==> src/hw/rtl/stk_pkg.sv <==
// shared constants, token kinds and keyword table for the script tokenizer
// depends on nothing
`default_nettype none
package stk_pkg;

    localparam int KEYWORD_MAX_LEN_DEF = 8;
    localparam int LINE_BITS_DEF       = 20;
    localparam int COLUMN_BITS_DEF     = 16;

    localparam int KIND_W = 6;
    localparam int LINE_W = 20;
    localparam int COL_W  = 16;
    localparam int LEN_W  = 16;
    localparam int NUM_KW = 16;

    localparam logic [KIND_W-1:0] K_EOF      = 6'd0;
    localparam logic [KIND_W-1:0] K_IDENT    = 6'd1;
    localparam logic [KIND_W-1:0] K_NUMBER   = 6'd2;
    localparam logic [KIND_W-1:0] K_STRING   = 6'd3;
    localparam logic [KIND_W-1:0] K_LPAREN   = 6'd4;
    localparam logic [KIND_W-1:0] K_RPAREN   = 6'd5;
    localparam logic [KIND_W-1:0] K_LBRACE   = 6'd6;
    localparam logic [KIND_W-1:0] K_RBRACE   = 6'd7;
    localparam logic [KIND_W-1:0] K_LBRACK   = 6'd8;
    localparam logic [KIND_W-1:0] K_RBRACK   = 6'd9;
    localparam logic [KIND_W-1:0] K_COMMA    = 6'd10;
    localparam logic [KIND_W-1:0] K_SEMI     = 6'd11;
    localparam logic [KIND_W-1:0] K_COLON    = 6'd12;
    localparam logic [KIND_W-1:0] K_DOT      = 6'd13;
    localparam logic [KIND_W-1:0] K_DOTDOT   = 6'd14;
    localparam logic [KIND_W-1:0] K_ELLIPSIS = 6'd15;
    localparam logic [KIND_W-1:0] K_EQEQ     = 6'd16;
    localparam logic [KIND_W-1:0] K_ASSIGN   = 6'd17;
    localparam logic [KIND_W-1:0] K_NE       = 6'd18;
    localparam logic [KIND_W-1:0] K_LE       = 6'd19;
    localparam logic [KIND_W-1:0] K_LT       = 6'd20;
    localparam logic [KIND_W-1:0] K_GE       = 6'd21;
    localparam logic [KIND_W-1:0] K_GT       = 6'd22;
    localparam logic [KIND_W-1:0] K_PLUS     = 6'd23;
    localparam logic [KIND_W-1:0] K_MINUS    = 6'd24;
    localparam logic [KIND_W-1:0] K_STAR     = 6'd25;
    localparam logic [KIND_W-1:0] K_SLASH    = 6'd26;
    localparam logic [KIND_W-1:0] K_PERCENT  = 6'd27;
    localparam logic [KIND_W-1:0] K_CARET    = 6'd28;
    localparam logic [KIND_W-1:0] K_COMMENT  = 6'd29;
    localparam logic [KIND_W-1:0] K_KEYWORD0 = 6'd30;
    localparam logic [KIND_W-1:0] K_ERROR    = 6'd46;

    localparam logic [LEN_W-1:0] LEN_MAX = 16'hFFFF;

    typedef struct packed {
        logic [KIND_W-1:0] kind;
        logic [LINE_W-1:0] line;
        logic [COL_W-1:0]  column;
        logic [LEN_W-1:0]  length;
        logic              last;
    } t_tok;

    // keyword text, first character in the low byte
    function automatic logic [63:0] kw_text(input logic [3:0] idx);
        logic [63:0] t;
        unique case (idx)
            4'd0:  t = 64'h6669;
            4'd1:  t = 64'h6573_6c65;
            4'd2:  t = 64'h6669_6573_6c65;
            4'd3:  t = 64'h6e65_6874;
            4'd4:  t = 64'h646e_65;
            4'd5:  t = 64'h65_6c69_6877;
            4'd6:  t = 64'h6f64;
            4'd7:  t = 64'h726f_66;
            4'd8:  t = 64'h6e69;
            4'd9:  t = 64'h6e6f_6974_636e_7566;
            4'd10: t = 64'h6c_6163_6f6c;
            4'd11: t = 64'h6e72_7574_6572;
            4'd12: t = 64'h6b_6165_7262;
            4'd13: t = 64'h6c69_6e;
            4'd14: t = 64'h6575_7274;
            default: t = 64'h65_736c_6166;
        endcase
        return t;
    endfunction

    function automatic logic [3:0] kw_len(input logic [3:0] idx);
        logic [3:0] l;
        unique case (idx)
            4'd0, 4'd6, 4'd8:          l = 4'd2;
            4'd4, 4'd7, 4'd13:         l = 4'd3;
            4'd1, 4'd3, 4'd14:         l = 4'd4;
            4'd5, 4'd10, 4'd12, 4'd15: l = 4'd5;
            4'd2, 4'd11:               l = 4'd6;
            default:                   l = 4'd8;
        endcase
        return l;
    endfunction

    function automatic logic is_alpha(input logic [7:0] b);
        return (b >= 8'h61 && b <= 8'h7a) || (b >= 8'h41 && b <= 8'h5a);
    endfunction

    function automatic logic is_digit(input logic [7:0] b);
        return b >= 8'h30 && b <= 8'h39;
    endfunction

    function automatic logic is_name(input logic [7:0] b);
        return is_alpha(b) || is_digit(b) || b == 8'h5f;
    endfunction

    function automatic logic is_space(input logic [7:0] b);
        return b == 8'h20 || (b >= 8'd9 && b <= 8'd13);
    endfunction

endpackage
`default_nettype wire

==> src/hw/rtl/stk_if.sv <==
// valid/ready channels for source bytes and tokens
// depends on stk_pkg for field widths
`default_nettype none
interface stk_in_if;
    logic       valid;
    logic       ready;
    logic [7:0] byte_req;
    logic       end_of_input;
    modport source (output valid, output byte_req, output end_of_input, input ready);
    modport sink   (input valid, input byte_req, input end_of_input, output ready);
endinterface

interface stk_out_if;
    logic                          valid;
    logic                          ready;
    logic [stk_pkg::KIND_W-1:0]    token_kind;
    logic [stk_pkg::LINE_W-1:0]    token_line;
    logic [stk_pkg::COL_W-1:0]     token_column;
    logic [stk_pkg::LEN_W-1:0]     token_length;
    logic                          last;
    modport source (output valid, output token_kind, output token_line, output token_column,
                    output token_length, output last, input ready);
    modport sink   (input valid, input token_kind, input token_line, input token_column,
                    input token_length, input last, output ready);
endinterface
`default_nettype wire

==> src/hw/rtl/script_tokenizer_top.sv <==
// streaming lexer: source bytes in, tokens out through a two-entry result buffer
// depends on stk_pkg and the channel interfaces in stk_if.sv
//
//  channel | dir | interface  | payload
//  i_in    | in  | stk_in_if  | byte_req, end_of_input
//  o_out   | out | stk_out_if | token_kind, token_line, token_column, token_length, last
//
// one byte is accepted per cycle unless the input stalls; its tokens are registered and visible the next cycle
// a byte that yields two tokens holds off the input while both drain
// input stalls while two tokens wait, or while one waits and is not taken
// reset is synchronous; it clears the scanner state and buffer count
`default_nettype none
module script_tokenizer_top #(
    parameter int KEYWORD_MAX_LEN = stk_pkg::KEYWORD_MAX_LEN_DEF,
    parameter int LINE_BITS       = stk_pkg::LINE_BITS_DEF,
    parameter int COLUMN_BITS     = stk_pkg::COLUMN_BITS_DEF
) (
    input  wire         i_clk,
    input  wire         i_rst_n,
    stk_in_if.sink      i_in,
    stk_out_if.source   o_out
);

    localparam int IW = $clog2(KEYWORD_MAX_LEN);

    typedef enum logic [3:0] {
        M_IDLE, M_IDENT, M_NUMBER, M_STRING, M_COMMENT, M_DOT, M_DOTDOT,
        M_EQ, M_BANG, M_LT, M_GT, M_MINUS
    } t_mode;

    t_mode                      r_mode, n_mode;
    logic [7:0]                 r_kbuf [KEYWORD_MAX_LEN];
    logic                       r_overlong, n_overlong;
    logic [stk_pkg::LEN_W-1:0]  r_len, n_len;
    logic                       r_qsingle, n_qsingle;
    logic                       r_esc, n_esc;
    logic [LINE_BITS-1:0]       r_line, n_line;
    logic [COLUMN_BITS-1:0]     r_col, n_col;
    stk_pkg::t_tok              r_slot [2];
    logic [1:0]                 r_cnt;

    logic [7:0]                 b;
    logic                       eoi, acc, pop;
    logic                       kb_we;
    logic [IW-1:0]              kb_idx;
    logic [stk_pkg::KIND_W-1:0] name_kind, fl_kind, f_kind, s_kind;
    logic [stk_pkg::LEN_W-1:0]  fl_len, f_len, s_len, len_inc;
    logic                       fl_v, f_v, s_v, consumed;
    logic [LINE_BITS-1:0]       adv_line;
    logic [COLUMN_BITS-1:0]     adv_col;
    stk_pkg::t_tok              f_tok, s_tok;

    function automatic stk_pkg::t_tok mk_tok(input logic [stk_pkg::KIND_W-1:0] kind,
                                             input logic [stk_pkg::LEN_W-1:0] len,
                                             input logic [LINE_BITS-1:0] line,
                                             input logic [COLUMN_BITS-1:0] col,
                                             input logic lst);
        stk_pkg::t_tok t;
        logic [32:0]   ca, la, d;
        logic [31:0]   lw;
        ca = 33'(col);
        la = 33'(len);
        d  = ca - la;
        lw = 32'(line);
        t.kind   = kind;
        t.line   = lw[stk_pkg::LINE_W-1:0];
        t.column = (ca > la) ? d[stk_pkg::COL_W-1:0] : '0;
        t.length = len;
        t.last   = lst;
        return t;
    endfunction

    assign b   = i_in.byte_req;
    assign eoi = i_in.end_of_input | (b == 8'd0);
    assign pop = o_out.valid & o_out.ready;
    assign i_in.ready = (r_cnt == 2'd0) | ((r_cnt == 2'd1) & pop);
    assign acc = i_in.valid & i_in.ready;

    assign len_inc  = (r_len == stk_pkg::LEN_MAX) ? r_len : r_len + 1'b1;
    assign adv_line = (b != 8'h0a || &r_line) ? r_line : r_line + 1'b1;
    assign adv_col  = (b == 8'h0a) ? COLUMN_BITS'(1) : ((&r_col) ? r_col : r_col + 1'b1);

    // keyword lookup over the written part of the name buffer
    always_comb begin
        logic hit;
        logic [63:0] t;
        name_kind = stk_pkg::K_IDENT;
        for (int k = stk_pkg::NUM_KW - 1; k >= 0; k--) begin
            t   = stk_pkg::kw_text(4'(k));
            hit = !r_overlong && (r_len == stk_pkg::LEN_W'(stk_pkg::kw_len(4'(k))));
            for (int j = 0; j < 8; j++) begin
                if (j < int'(stk_pkg::kw_len(4'(k))) && r_kbuf[IW'(j)] != t[8*j +: 8]) begin
                    hit = 1'b0;
                end
            end
            if (hit) begin
                name_kind = stk_pkg::K_KEYWORD0 + stk_pkg::KIND_W'(k);
            end
        end
    end

    // token that the pending mode gives when closed as it stands
    always_comb begin
        fl_v    = 1'b1;
        fl_kind = stk_pkg::K_ERROR;
        fl_len  = 16'd1;
        unique case (r_mode)
            M_IDENT:   begin fl_kind = name_kind;          fl_len = r_len; end
            M_NUMBER:  begin fl_kind = stk_pkg::K_NUMBER;  fl_len = r_len; end
            M_STRING:  begin fl_kind = stk_pkg::K_STRING;  fl_len = r_len; end
            M_COMMENT: begin fl_kind = stk_pkg::K_COMMENT; fl_len = '0;    end
            M_DOT:     fl_kind = stk_pkg::K_DOT;
            M_DOTDOT:  begin fl_kind = stk_pkg::K_DOTDOT;  fl_len = 16'd2; end
            M_EQ:      fl_kind = stk_pkg::K_ASSIGN;
            M_BANG:    fl_kind = stk_pkg::K_ERROR;
            M_LT:      fl_kind = stk_pkg::K_LT;
            M_GT:      fl_kind = stk_pkg::K_GT;
            M_MINUS:   fl_kind = stk_pkg::K_MINUS;
            default:   fl_v = 1'b0;
        endcase
    end

    always_comb begin
        n_mode     = r_mode;
        n_overlong = r_overlong;
        n_len      = r_len;
        n_qsingle  = r_qsingle;
        n_esc      = r_esc;
        n_line     = adv_line;
        n_col      = adv_col;
        kb_we      = 1'b0;
        kb_idx     = r_len[IW-1:0];
        f_v        = 1'b0;
        f_kind     = fl_kind;
        f_len      = fl_len;
        s_v        = 1'b0;
        s_kind     = stk_pkg::K_EOF;
        s_len      = '0;
        consumed   = 1'b0;
        if (eoi) begin
            f_v        = fl_v;
            s_v        = 1'b1;
            n_mode     = M_IDLE;
            n_overlong = 1'b0;
            n_len      = '0;
            n_qsingle  = 1'b0;
            n_esc      = 1'b0;
            n_line     = LINE_BITS'(1);
            n_col      = COLUMN_BITS'(1);
        end else begin
            unique case (r_mode)
                M_IDENT: begin
                    if (stk_pkg::is_name(b)) begin
                        consumed = 1'b1;
                        if (r_len < stk_pkg::LEN_W'(KEYWORD_MAX_LEN)) kb_we = 1'b1;
                        else n_overlong = 1'b1;
                        n_len = len_inc;
                    end
                end
                M_NUMBER: begin
                    if (stk_pkg::is_digit(b) || b == 8'h2e) begin
                        consumed = 1'b1;
                        n_len    = len_inc;
                    end
                end
                M_STRING: begin
                    consumed = 1'b1;
                    if (r_esc) begin
                        n_esc = 1'b0;
                        n_len = len_inc;
                    end else if (b == (r_qsingle ? 8'h27 : 8'h22)) begin
                        s_v    = 1'b1;
                        s_kind = stk_pkg::K_STRING;
                        s_len  = r_len;
                        n_mode = M_IDLE;
                    end else begin
                        n_esc = (b == 8'h5c);
                        n_len = len_inc;
                    end
                end
                M_COMMENT: consumed = (b != 8'h0a);
                M_DOT: begin
                    if (b == 8'h2e) begin
                        consumed = 1'b1;
                        n_mode   = M_DOTDOT;
                    end
                end
                M_MINUS: begin
                    if (b == 8'h2d) begin
                        consumed = 1'b1;
                        n_mode   = M_COMMENT;
                    end
                end
                M_DOTDOT, M_EQ, M_BANG, M_LT, M_GT: begin
                    if (b == ((r_mode == M_DOTDOT) ? 8'h2e : 8'h3d)) begin
                        consumed = 1'b1;
                        s_v      = 1'b1;
                        s_len    = (r_mode == M_DOTDOT) ? 16'd3 : 16'd2;
                        n_mode   = M_IDLE;
                        unique case (r_mode)
                            M_DOTDOT: s_kind = stk_pkg::K_ELLIPSIS;
                            M_EQ:     s_kind = stk_pkg::K_EQEQ;
                            M_BANG:   s_kind = stk_pkg::K_NE;
                            M_LT:     s_kind = stk_pkg::K_LE;
                            default:  s_kind = stk_pkg::K_GE;
                        endcase
                    end
                end
                default: ;
            endcase
            // byte not taken by the pending token: close it, scan from idle
            if (!consumed) begin
                f_v    = fl_v;
                n_mode = M_IDLE;
                if (stk_pkg::is_space(b)) begin
                    n_mode = M_IDLE;
                end else if (stk_pkg::is_alpha(b) || b == 8'h5f) begin
                    kb_we      = 1'b1;
                    kb_idx     = '0;
                    n_len      = 16'd1;
                    n_overlong = 1'b0;
                    n_mode     = M_IDENT;
                end else if (stk_pkg::is_digit(b)) begin
                    n_len  = 16'd1;
                    n_mode = M_NUMBER;
                end else begin
                    s_len = 16'd1;
                    unique case (b)
                        8'h22, 8'h27: begin
                            n_qsingle = (b == 8'h27);
                            n_esc     = 1'b0;
                            n_len     = '0;
                            n_mode    = M_STRING;
                        end
                        8'h2e: n_mode = M_DOT;
                        8'h3d: n_mode = M_EQ;
                        8'h21: n_mode = M_BANG;
                        8'h3c: n_mode = M_LT;
                        8'h3e: n_mode = M_GT;
                        8'h2d: n_mode = M_MINUS;
                        8'h28: begin s_v = 1'b1; s_kind = stk_pkg::K_LPAREN;  end
                        8'h29: begin s_v = 1'b1; s_kind = stk_pkg::K_RPAREN;  end
                        8'h7b: begin s_v = 1'b1; s_kind = stk_pkg::K_LBRACE;  end
                        8'h7d: begin s_v = 1'b1; s_kind = stk_pkg::K_RBRACE;  end
                        8'h5b: begin s_v = 1'b1; s_kind = stk_pkg::K_LBRACK;  end
                        8'h5d: begin s_v = 1'b1; s_kind = stk_pkg::K_RBRACK;  end
                        8'h2c: begin s_v = 1'b1; s_kind = stk_pkg::K_COMMA;   end
                        8'h3b: begin s_v = 1'b1; s_kind = stk_pkg::K_SEMI;    end
                        8'h3a: begin s_v = 1'b1; s_kind = stk_pkg::K_COLON;   end
                        8'h2b: begin s_v = 1'b1; s_kind = stk_pkg::K_PLUS;    end
                        8'h2a: begin s_v = 1'b1; s_kind = stk_pkg::K_STAR;    end
                        8'h2f: begin s_v = 1'b1; s_kind = stk_pkg::K_SLASH;   end
                        8'h25: begin s_v = 1'b1; s_kind = stk_pkg::K_PERCENT; end
                        8'h5e: begin s_v = 1'b1; s_kind = stk_pkg::K_CARET;   end
                        default: begin s_v = 1'b1; s_kind = stk_pkg::K_ERROR; end
                    endcase
                end
            end
        end
    end

    // closing token sees the old position, the second one the advanced position (the old one at end of input)
    assign f_tok = mk_tok(f_kind, f_len, r_line, r_col, !s_v);
    assign s_tok = mk_tok(s_kind, s_len, eoi ? r_line : adv_line, eoi ? r_col : adv_col, 1'b1);

    always_ff @(posedge i_clk) begin
        if (!i_rst_n) begin
            r_mode     <= M_IDLE;
            r_overlong <= 1'b0;
            r_len      <= '0;
            r_qsingle  <= 1'b0;
            r_esc      <= 1'b0;
            r_line     <= LINE_BITS'(1);
            r_col      <= COLUMN_BITS'(1);
            r_cnt      <= 2'd0;
        end else begin
            if (acc) begin
                r_mode     <= n_mode;
                r_overlong <= n_overlong;
                r_len      <= n_len;
                r_qsingle  <= n_qsingle;
                r_esc      <= n_esc;
                r_line     <= n_line;
                r_col      <= n_col;
                r_cnt      <= 2'(f_v) + 2'(s_v);
            end else if (pop) begin
                r_cnt <= r_cnt - 2'd1;
            end
        end
    end

    always_ff @(posedge i_clk) begin
        if (acc) begin
            if (kb_we) r_kbuf[kb_idx] <= b;
            r_slot[0] <= f_v ? f_tok : s_tok;
            r_slot[1] <= s_tok;
        end else if (pop) begin
            r_slot[0] <= r_slot[1];
        end
    end

    assign o_out.valid        = (r_cnt != 2'd0);
    assign o_out.token_kind   = r_slot[0].kind;
    assign o_out.token_line   = r_slot[0].line;
    assign o_out.token_column = r_slot[0].column;
    assign o_out.token_length = r_slot[0].length;
    assign o_out.last         = r_slot[0].last;

endmodule
`default_nettype wire

==> src/flat_wrapper.sv <==
// flat-port wrapper written by rule: the top's interface ports become plain ports
module script_tokenizer_top_flat 
#(
    parameter int KEYWORD_MAX_LEN = stk_pkg::KEYWORD_MAX_LEN_DEF,
    parameter int LINE_BITS       = stk_pkg::LINE_BITS_DEF,
    parameter int COLUMN_BITS     = stk_pkg::COLUMN_BITS_DEF
)
  (i_clk, i_rst_n, i_in_valid, i_in_byte_req, i_in_end_of_input, i_in_ready, o_out_valid, o_out_token_kind, o_out_token_line, o_out_token_column, o_out_token_length, o_out_last, o_out_ready);
  stk_in_if i_in_i ();
  stk_out_if o_out_i ();
  input  wire i_clk;
  input  wire i_rst_n;
  input wire logic [$bits(i_in_i.valid)-1:0] i_in_valid;
  input wire logic [$bits(i_in_i.byte_req)-1:0] i_in_byte_req;
  input wire logic [$bits(i_in_i.end_of_input)-1:0] i_in_end_of_input;
  output wire logic [$bits(i_in_i.ready)-1:0] i_in_ready;
  output wire logic [$bits(o_out_i.valid)-1:0] o_out_valid;
  output wire logic [$bits(o_out_i.token_kind)-1:0] o_out_token_kind;
  output wire logic [$bits(o_out_i.token_line)-1:0] o_out_token_line;
  output wire logic [$bits(o_out_i.token_column)-1:0] o_out_token_column;
  output wire logic [$bits(o_out_i.token_length)-1:0] o_out_token_length;
  output wire logic [$bits(o_out_i.last)-1:0] o_out_last;
  input wire logic [$bits(o_out_i.ready)-1:0] o_out_ready;
  assign i_in_i.valid = i_in_valid;
  assign i_in_i.byte_req = i_in_byte_req;
  assign i_in_i.end_of_input = i_in_end_of_input;
  assign i_in_ready = i_in_i.ready;
  assign o_out_valid = o_out_i.valid;
  assign o_out_token_kind = o_out_i.token_kind;
  assign o_out_token_line = o_out_i.token_line;
  assign o_out_token_column = o_out_i.token_column;
  assign o_out_token_length = o_out_i.token_length;
  assign o_out_last = o_out_i.last;
  assign o_out_i.ready = o_out_ready;
  script_tokenizer_top #(.KEYWORD_MAX_LEN(KEYWORD_MAX_LEN), .LINE_BITS(LINE_BITS), .COLUMN_BITS(COLUMN_BITS)) u_core (.i_clk(i_clk), .i_rst_n(i_rst_n), .i_in(i_in_i), .o_out(o_out_i));
endmodule
==> config.mk <==
export PLATFORM = sky130hd
export DESIGN_NAME = script_tokenizer_top_flat
export DESIGN_NICKNAME = d
export VERILOG_FILES = /design/src/hw/rtl/stk_pkg.sv /design/src/hw/rtl/stk_if.sv /design/src/hw/rtl/script_tokenizer_top.sv /design/src/flat_wrapper.sv
export SDC_FILE = /design/constraint.sdc
export NUM_CORES = 1
export LEC_CHECK = 0
export CORE_MARGIN = 3
export CORE_UTILIZATION = 59
export DETAILED_ROUTE_END_ITERATION = 10
export DONT_BUFFER_PORTS = 1
export PLACE_DENSITY = 0.78
export SYNTH_ARGS = -nofsm -noshare
export SYNTH_HDL_FRONTEND = slang
export SYNTH_SLANG_ARGS = --single-unit
==> constraint.sdc <==
create_clock -name i_clk -period 6.3 [get_ports i_clk]
set_input_delay 1.89 -clock i_clk [delete_from_list [all_inputs] [get_ports i_clk]]
set_output_delay 1.89 -clock i_clk [all_outputs]
set_load 0.1 [all_outputs]
==> Flow_metrics.wiki <==
{| class="wikitable"
! Metric !! Value
|-
| Number of synthesized flops with an enable pin || 181
|-
| # resized after CTS || 0
|-
| Ratio of total power to cell area || 380 mW/mm²
|-
| Startpoint-to-endpoint class of the critical path || primary input to flop
|-
| Crit path cell chain || nor3_1 -> a2bb2oi_1 -> a21oi_1 -> nand4_1 -> or3_1 -> a21oi_1 -> ha_1 -> inv_1 -> fa_1 -> a211oi_1 -> o21ai_0 -> nand3_1 -> o221ai_1 -> o21ai_1 -> buf_4 -> nand2b_1 -> nor2_1 -> a221o_1
|-
| Fill cell total of the finished layout || 2010
|-
| Vias per cell || 6.74
|-
| Number of buffers inserted during clock tree synthesis || 25
|-
| Total global routing overflow || 0
|-
| Die Footprint || 0.0272 mm²
|-
| Highest fanout seen on the critical path || 36
|-
| # hold bufs at CTS || 0
|-
| Period Utilization, post-route || 92.3%
|-
| Async S/R FF share, synth || 0%
|-
| Peak Freq || 0.172 GHz
|-
| Initial core utilization || 60.6%
|-
| Sort of element at the end of the critical path || flop
|-
| Number of nets in the layout || 1674
|-
| Routed wire length || 44.9 mm
|-
| Pin count of the biggest net entering global routing || 56
|-
| Hold Path Sink || u_core.r_cnt[0]
|-
| Latest clock arrival within the worst-skew pair || 550 ps
|-
| R2R cell count || 18
|-
| Cell at the slowest stage of the critical path || fa_1
|-
| Max Buffers Root-to-Sink || 3
|-
| Type of origin of the critical path || primary input
|-
| CTS clk-pin slew, worst paths || 60 ps
|-
| Flop and latch count out of synthesis || 242
|-
| Via Count || 13.2k
|-
| Post-route core utilization || 65.5%
|-
| Final standard cell count with taps included and fillers excluded || 1960
|-
| Launching point of the worst reg2reg path || u_core.r_mode[2]
|-
| 1st-iter DRT viols || 1953
|-
| Biggest cell delay along the critical path || 430 ps
|-
| Detailed-router iteration count before antenna repair || 5
|-
| Footprint of the multi-input gates || 0.00765 mm²
|-
| Reg2Reg Capture Point || u_core.r_slot[0][30]
|-
| Setup slack of the worst register-to-register path || 830 ps
|-
| Min cycle time layout || 5820 ps
|-
| Antenna violation net count after detailed routing || 0
|-
| Leak pwr || 5.69 nW
|-
| Global-route layer with the greatest usage || met2
|-
| Classification of the worst-slack hold path || flop to flop
|-
| Worst Hold Depth || 2
|-
| Data arrival time of the critical path || 6120 ps
|-
| Area of the mapped netlist || 0.0149 mm²
|-
| Synthesized Nets || 1712
|-
| Setup Skew || 23.3 ps
|-
| Routed WL per cell || 22.9 µm
|-
| Met2 Track Usage GR || 51.9%
|-
| Worst ir drop on vdd || 0.000424 V
|-
| Worst-margin pin slew || 1350 ps
|-
| Residual DRC || 0
|-
| CTS tree || built
|-
| YS warnings || 0
|-
| GRT Resource Usage Total || 32.7%
|-
| Result of the run || finished, final reports clean
|-
| CTS H-tree lvls || 1
|-
| Via count of the first global-routing pass || 12.3k
|-
| Met3 usage || 3.66%
|-
| Worst hold slack across all endpoints || 517 ps
|-
| Number of endpoints failing setup at the final stage || 0
|-
| Required time of the critical path || 6600 ps
|-
| Proportion of layout cells with a drive suffix above 1 || 7.21%
|-
| Most common cell on crit path || a21oi_1
|-
| Setup repair after global routing missed its margin || false
|-
| Worst-case headroom to the max-slew limit || 8.91%
|-
| Yosys cell types || 86
|-
| Mapped Avg Cell Area || 9.01 µm²
|-
| Dpl cells || 1914
|-
| Placeable Area || 0.0246 mm²
|-
| Wire length of the first global-routing pass || 69.8 mm
|-
| Sequential standard cell area || 0.00666 mm²
|-
| Total negative slack for setup checks || 0 ps
|-
| Met1 demand-to-capacity share in global routing || 45.9%
|-
| Height of the die || 165 µm
|-
| Sum of internal, switching and leakage power || 6.12 mW
|-
| Commonest cells after routing, fill and taps aside || edfxtp_1, nand2_1, nor2_1
|-
| Number of max-cap violations || 0
|-
| Port Buffers || 0
|-
| Half-perimeter wire length of the detailed placement result || 32.3 mm
|-
| Number of max-slew violations in the final report || 0
|-
| Area Growth Syn to Fin || 7.99%
|-
| Root cell of the clock tree || clkbuf_16
|-
| Most common cell after layout, fill and taps aside || edfxtp_1
|-
| GPL Wtd Cong || 0.988
|-
| IO Count || 74
|-
| CP delay by family, top || compound AO/OA/AOI/OAI gates
|-
| Final hold violation count || 0
|-
| Number of antenna violations at the first check in global routing || 1
|-
| Seq/Total Area, Yosys || 44.6%
|-
| Synthesized instance count || 1655
|-
| Top FF cell, synth || edfxtp_1
|-
| Post-CTS setup-driven buffer insertion count || 0
|-
| Number of rows created at floorplan || 57
|-
| Launch instance of the worst min-delay path || u_core.r_cnt[0]
|-
| Ant. Diodes || 0
|-
| Horiz. Die Dim || 165 µm
|-
| Count of clock tree sinks || 242
|-
| Crit path buffers/inverters || 2
|}
report_power, final:
group / internal, mW / switching (mW) / total, mW
Clock: 0.900 / 0.637 / 1.54
Sequential: 2.14 / 1.38 / 3.52
Combinational: 0.301 / 0.761 / 1.06
registers in the layout (all words and copies together) (netlist names):
| signal | cells |
|---|---|
| u_core.r_slot | 117 |
| u_core.r_kbuf | 64 |
| u_core.r_line | 20 |
| u_core.r_col | 16 |
| u_core.r_len | 16 |
| u_core.r_mode | 4 |
| u_core.r_cnt | 2 |
| u_core.r_esc | 1 |
| u_core.r_overlong | 1 |
| u_core.r_qsingle | 1 |
worst reg2reg max path, stage by stage (launching register included):
cell	delay, ps
dfxtp_1	850
and4bb_2	400
mux2i_1	410
or4_1	230
nand4_1	120
or3_1	420
a21oi_1	280
ha_1	230
inv_1	50
fa_1	430
a211oi_1	310
o21ai_0	180
nand3_1	100
o221ai_1	100
o21ai_1	140
buf_4	240
nand2b_1	250
nor2_1	100
a221o_1	380
per-layer routing:
metal	wire, µm	part of all wire, %	up-vias
met5	13	0.029	-
met4	1890	4.2	2
met3	3500	7.8	121
met2	20800	46	684
met1	18800	42	6302
li1	-	-	6110
kinds of logic after synthesis:
kind of cell    Yosys count  synth area share [%]
compound gates          411                  17.8
xor+xnor                 65                  3.82
fa+ha+maj                44                  3.79
buf+inv                 161                  4.26
flops                   242                  44.6
mux                       6                 0.411
simple gates            726                  25.3
Yosys cell counts, types with 7 or more instances:
cell type,count,area share [%]
nor4b_1,8,0.47
xnor2_1,39,2.3
nand4b_1,11,0.65
and3_1,15,0.63
dfxtp_1,61,8.2
o22ai_1,8,0.34
ha_1,42,3.5
edfxtp_1,181,36
nor2_1,177,4.5
o21a_1,10,0.50
clkbuf_1,93,2.3
nand4_1,39,1.6
nand2b_1,18,0.75
nor3_1,57,1.9
a32oi_1,8,0.47
nor2b_1,27,1.1
o211ai_1,12,0.60
inv_1,45,1.1
buf_1,8,0.20
nand2_1,176,4.4
a22oi_1,15,0.75
nor3b_1,11,0.55
a21o_1,18,0.91
o21bai_1,7,0.35
nand3_1,60,2.0
a21oi_1,106,3.6
a31oi_1,24,1.0
nor4_1,39,1.6
a211oi_1,15,0.75
a22o_1,19,1.1
buf_2,10,0.34
o21ai_0,96,3.2
and2_1,9,0.38
a221oi_1,7,0.41
o31ai_1,12,0.60
nor4bb_1,14,0.94
and4b_1,8,0.54
or3_1,18,0.75
xor2_1,26,1.5
stage by stage:
stage	cell area (µm²)	setup slack [ps]
2_1_floorplan	14900	12.9
3_3_place_gp	15300	221
3_5_place_dp	15300	89.2
4_1_cts	16100	590
5_1_grt	16100	167
6_report	16100	484
final cells by class:
class,count,area share [%]
sequential,242,41.3
clock buffer,36,4.33
clock inverter,10,0.940
multi-input combinational,1252,47.5
tap,324,2.52
timing repair buffer,49,2.28
inverter,47,1.10
how the worst max path moves through the flow:
| stage | depth (start not counted) | slack [ps] | from | endpoint |
|---|---|---|---|---|
| after global placement | 17 | 220 | i_in_byte_req[2] | u_core.r_slot[0][31] |
| after floorplan | 19 | 10 | i_in_byte_req[6] | u_core.r_slot[0][22] |
| after CTS | 18 | 590 | i_in_byte_req[2] | u_core.r_slot[0][30] |
| final | 18 | 480 | i_in_byte_req[2] | u_core.r_slot[0][30] |
| after global routing | 18 | 170 | i_in_byte_req[2] | u_core.r_slot[0][30] |
| after detailed placement | 18 | 90 | i_in_byte_req[2] | u_core.r_slot[0][30] |
Power figures use the tool's default switching activity.
